**config.mk**
```make
export PLATFORM = sky130hd
export DESIGN_NAME = gawct_ram
export DESIGN_NICKNAME = d
export VERILOG_FILES = /design/src/sv/gawct_ram.sv
export SDC_FILE = /design/constraint.sdc
export NUM_CORES = 1
export LEC_CHECK = 0
export ABC_AREA = 1
export BUFFER_PORTS_ARGS = -buffer_cell sky130_fd_sc_hd__clkbuf_2
export CORE_ASPECT_RATIO = 1.2
export CORE_MARGIN = 2
export CORE_UTILIZATION = 61
export CTS_BUF_LIST = sky130_fd_sc_hd__clkbuf_16
export DETAILED_ROUTE_END_ITERATION = 8
export GPL_TIMING_DRIVEN = 0
export PLACE_DENSITY = 0.91
export REMOVE_ABC_BUFFERS = 1
export SETUP_SLACK_MARGIN = 0.05
export SYNTH_ARGS = -nofsm -noshare
export SYNTH_HDL_FRONTEND = slang
export SYNTH_SLANG_ARGS = --single-unit
```
**constraint.sdc**
```tcl
create_clock -name clk_i -period 1.5 [get_ports clk_i]
set_input_delay 0.15 -clock clk_i [delete_from_list [all_inputs] [get_ports clk_i]]
set_output_delay 0.15 -clock clk_i [all_outputs]
set_load 0.005 [all_outputs]
```
**src/sv/gawct_ram.sv**
```systemverilog
// Generic single-write, single-read RAM with registered read data.
`default_nettype none
module gawct_ram #(
  parameter int WIDTH = 8,
  parameter int DEPTH = 16,
  localparam int AW = (DEPTH > 1) ? $clog2(DEPTH) : 1
) (
  input  wire logic             clk_i,
  input  wire logic             we_i,
  input  wire logic [AW-1:0]    waddr_i,
  input  wire logic [WIDTH-1:0] wdata_i,
  input  wire logic [AW-1:0]    raddr_i,
  output logic      [WIDTH-1:0] rdata_o
);

  logic [WIDTH-1:0] mem [DEPTH];

  always_ff @(posedge clk_i) begin
    if (we_i) begin
      mem[waddr_i] <= wdata_i;
    end
    rdata_o <= mem[raddr_i];
  end

endmodule
`default_nettype wire

```
# Word level (Yosys, flattened, before mapping)
# Memory sizes are Yosys's and may differ from the RTL's. A register that Yosys moved wholly into a read port is not among the register bits.
# Cells that the tools add are included.
# classes
n_mux	2
# ops
operator	count
$mux 1	2
# word_totals
regBits	0
in_bits	18
memories	1
word_cells	3
out_inout_bits	8
ramBits	128
# mem_list
name	depth	width	rd	rd_ports_with_merged_regs	wr	line_no	source
mem	16	8	1	1	1	16	logic [WIDTH-1:0] mem [DEPTH];

# Longest topological paths before layout
# depth
depth_word	2
mapped_depth	8
mapped_depth_nobuf	7

# Worst setup path before layout
# Ideal clock, no wire load.
# synth_timing
path_kind	input to register
start	input port waddr_i[2]
end	memory mem[10][0], enable pin
t_arrival_ns	0.731
path_stages	2
n_path_buf	0
path_slack_ns	0.399
required_time_ns	1.130
path_cell_list	nand3b_1 -> nor2_1
# synth_lines
element	line_no	source
from (decl)	10	input wire logic [AW-1:0] waddr_i,
to (decl)	16	
# No word-level cell before the write port.

==> summary by stage <==
Status
The flow ran to the end, and the final reports show no timing, DRC or antenna violations.

Die
The initial core utilization is 63.2%. The placement row count is 38. The height of the chip is 111 um. The area of the die is 0.0103 mm^2. The x dimension of the die is between 90 and 100 um. The core region is 0.00913 mm^2.

During I/O placement, the number of pins put on the boundary was 26.

STA
Setup repair after global routing left no endpoint under its margin. Derived from the worst setup path, the maximum achievable clock frequency is 794 MHz. The clock period minus worst slack is 1260 ps. The number of slew-limit violations in the final report was 0.

Across the routed clock network, the largest skew measured is 8.12 ps. Measured against its own limit, the worst slew margin works out to 41.5%. The number of hold-slack violations in the final timing report came to 0. Setup violations remaining at the end of the flow were counted as 0. The worst path uses between 80% and 90% of the clock period. The worst-margin pin slew is slightly below 900 ps.

Drt
The detailed-route wire length per cell is 18.3 um. The routed wire length is 12.9 mm. After the first detailed-routing iteration, the DRC count stood at 468. The count of nets left with antenna violations once routing finished came out at 0. For this run, design rule violations remaining after detail routing come to 0. For this run, the detailed router's first-pass iteration total came to 6.

The per-cell via count in the routed design is 5.59. The via total after detailed routing is 3933.

GRT
The initial antenna violation count was 0. The maximum number of pins on one net before global-route repair is 66. Global routing finished with a remaining overflow of 0. The first global-routing pass estimated 19.5 mm of wire. The number of global-route vias before repair came to about 3900. Global routing used between 20% and 30% of the available tracks across all layers.

Synthesis
The mapped netlist covers 0.00577 mm^2. Counting every instance in the synthesized netlist gives 551. Summing the areas of all xor and xnor instances in the mapped netlist gives 0% of the synthesized area. Summing the areas of all compound-gate instances in the mapped netlist gives 0% of the synthesized area. By area, the combinational part of the netlist is dominated by simple AND/OR/NAND/NOR gates. The distinct cell type count after synthesis is 12.

The number of synthesized register bits is 136. The synthesized area per cell is 10.5 um^2. The adder-cell area share of the yosys netlist is 0%. The portion of synthesized area spent on multiplexers is 0%.

The fraction of the mapped netlist area in simple logic gates is 21.0%. The Yosys step of the flow raised 0 warnings. Sequential elements use 69.4% of the synthesized area.

Layout
The layout cell share with drive strength beyond 1 is 8.05%. At the end of the flow, the number of nets in the layout was 589. Once layout is done, the placed cells without fillers occupy 0.00640 mm^2. The top cell types in the final layout, fill and taps aside, are 173 x sky130_fd_sc_hd__nand2_1, 128 x sky130_fd_sc_hd__edfxtp_1, 106 x sky130_fd_sc_hd__inv_1. The finished layout holds a little over 700 standard cells, fillers aside.

The repair_antennas step left the layout with diodes totalling 0. The leading cell type in the layout, fill and taps excluded is sky130_fd_sc_hd__nand2_1. Relative to the synthesized area, the layout overhead comes to 11.0%.

Worst setup path
Walking the worst path, the cells encountered are clkbuf_4 > inv_2 > nand3_1 > nand3_1 > nand3_1 > nand2_1. By startpoint and endpoint, the worst setup path is classified as in2reg. The maximum cell stage delay along the critical path is between 500 and 600 ps. STA puts the critical path data required time at 1860 ps.

The slowest library cell on the worst path is sky130_fd_sc_hd__inv_2. The worst setup path is captured at a register. Of all nets on the critical path, the largest fanout is 33. The data arrival time of the worst path is 1620 ps. The category of the worst setup path launch point is an input pin. The category of cells accounting for the largest share of critical-path delay is buffers and inverters. The count of buffering cells on the critical path with inverters included is 2. The most repeated library cell on the critical path is sky130_fd_sc_hd__nand3_1.

Clock tree
The clock tree buffer depth is 2. Clock-pin slew was measured on the worst setup and hold paths at approximately 50 ps. The number of clock buffers added by TritonCTS is 17.

The CTS root buffer is sky130_fd_sc_hd__clkbuf_16. The count of clock tree sinks is 136. The CTS H-tree depth is 4. Clock latency on the worst-skew pair, taken at its later pin, is 430 ps. The clock tree from TritonCTS is built.

Pwr
Total power for the finished layout comes to around 8.4 mW. In this run the power density over the cells is 1310 mW/mm^2. The worst IR drop on VDD is 1.22 mV. The leakage component of the power is 2.79 nW.

Placement
The half-perimeter wire length after placement is 7.18 mm. Summing all placed instances gives a cell area of 0.00588 mm^2. The congestion estimate from routability-driven global placement came to roughly 0.8.

Buffers placed on the I/O ports in this run total 25. The number of placed instances, taps included is 672.

Hold path
The class of the tightest hold or removal check is in2reg.

Run
The tool flagged a number of max-cap violations equal to 0.
Yosys cell counts:
master | count | area share [%]
sky130_fd_sc_hd__nand3b_1 | 2 | 0.26
sky130_fd_sc_hd__dfxtp_1 | 8 | 2.8
sky130_fd_sc_hd__buf_1 | 1 | 0.065
sky130_fd_sc_hd__buf_6 | 6 | 1.2
sky130_fd_sc_hd__nand3_1 | 97 | 8.4
sky130_fd_sc_hd__inv_2 | 2 | 0.13
sky130_fd_sc_hd__nand2_1 | 173 | 11
sky130_fd_sc_hd__buf_4 | 4 | 0.52
sky130_fd_sc_hd__edfxtp_1 | 128 | 67
sky130_fd_sc_hd__nor2_1 | 17 | 1.1
sky130_fd_sc_hd__buf_2 | 13 | 1.1
sky130_fd_sc_hd__inv_1 | 100 | 6.5
sequential cells by signal, indices dropped and copies added, names as in the netlist:
register  cells
rdata_o       8
mem         128
worst paths after layout:
| path | slack [ps] | start | endpoint | cells after the start |
|---|---|---|---|---|
| setup reg to reg | 390 | mem[6][6] | rdata_o[6] | 6 |
| setup / recovery | 240 | raddr_i[1] | rdata_o[7] | 6 |
| hold / removal | 170 | raddr_i[3] | rdata_o[0] | 3 |
| hold reg to reg | 680 | mem[10][0] | rdata_o[0] | 6 |
cell families after synthesis:
logic type	count (synthesis)
simple gates	289
flops	136
buf+inv	126
metrics by stage:
step	hold WS (ps)	utilization [%]	setup WS, ps	setup TNS (ps)
after floorplan	249	-	370	0
after global placement	522	64.4	-1180	-9070
after detailed placement	521	64.4	-1240	-11740
after CTS	167	70.1	80.8	0
after global routing	192	70.1	173	0
final	174	70.1	240	0
area by class of cell:
class,count,area (um^2)
Sequential cell,136,4000
Fill cell,564,2730
Multi-Input combinational cell,289,1210
Clock buffer,17,425
Inverter,102,388
Tap cell,120,150
Timing Repair Buffer,25,134
Clock inverter,15,85.1
layer usage:
metal,up-vias,global-route usage [%],routed length (um),share of wire (%)
met2,290,43.1,6700,52
met5,-,0,0,0
li1,1817,-,-,-
met1,1780,31.0,4230,33
met3,46,8.25,1370,11
met4,0,12.8,569,4.4
where the power goes:
group | internal, mW | switching (mW) | total (mW)
clock network | 2.19 | 1.42 | 3.61
registers | 4.25 | 0.0250 | 4.28
logic | 0.132 | 0.365 | 0.497
repair_timing:
action                     CTS  global route
hold buffers                 0             0
gates resized for setup      4             2
hold endpoints to repair     0             0
setup buffers                0             0
setup endpoints to repair    8             8
worst min-delay path, cell delays in order:
cell and delay, ps:
sky130_fd_sc_hd__clkbuf_2 200, sky130_fd_sc_hd__nand3_1 130, sky130_fd_sc_hd__nand2_1 50
Power figures use the tool's default switching activity.
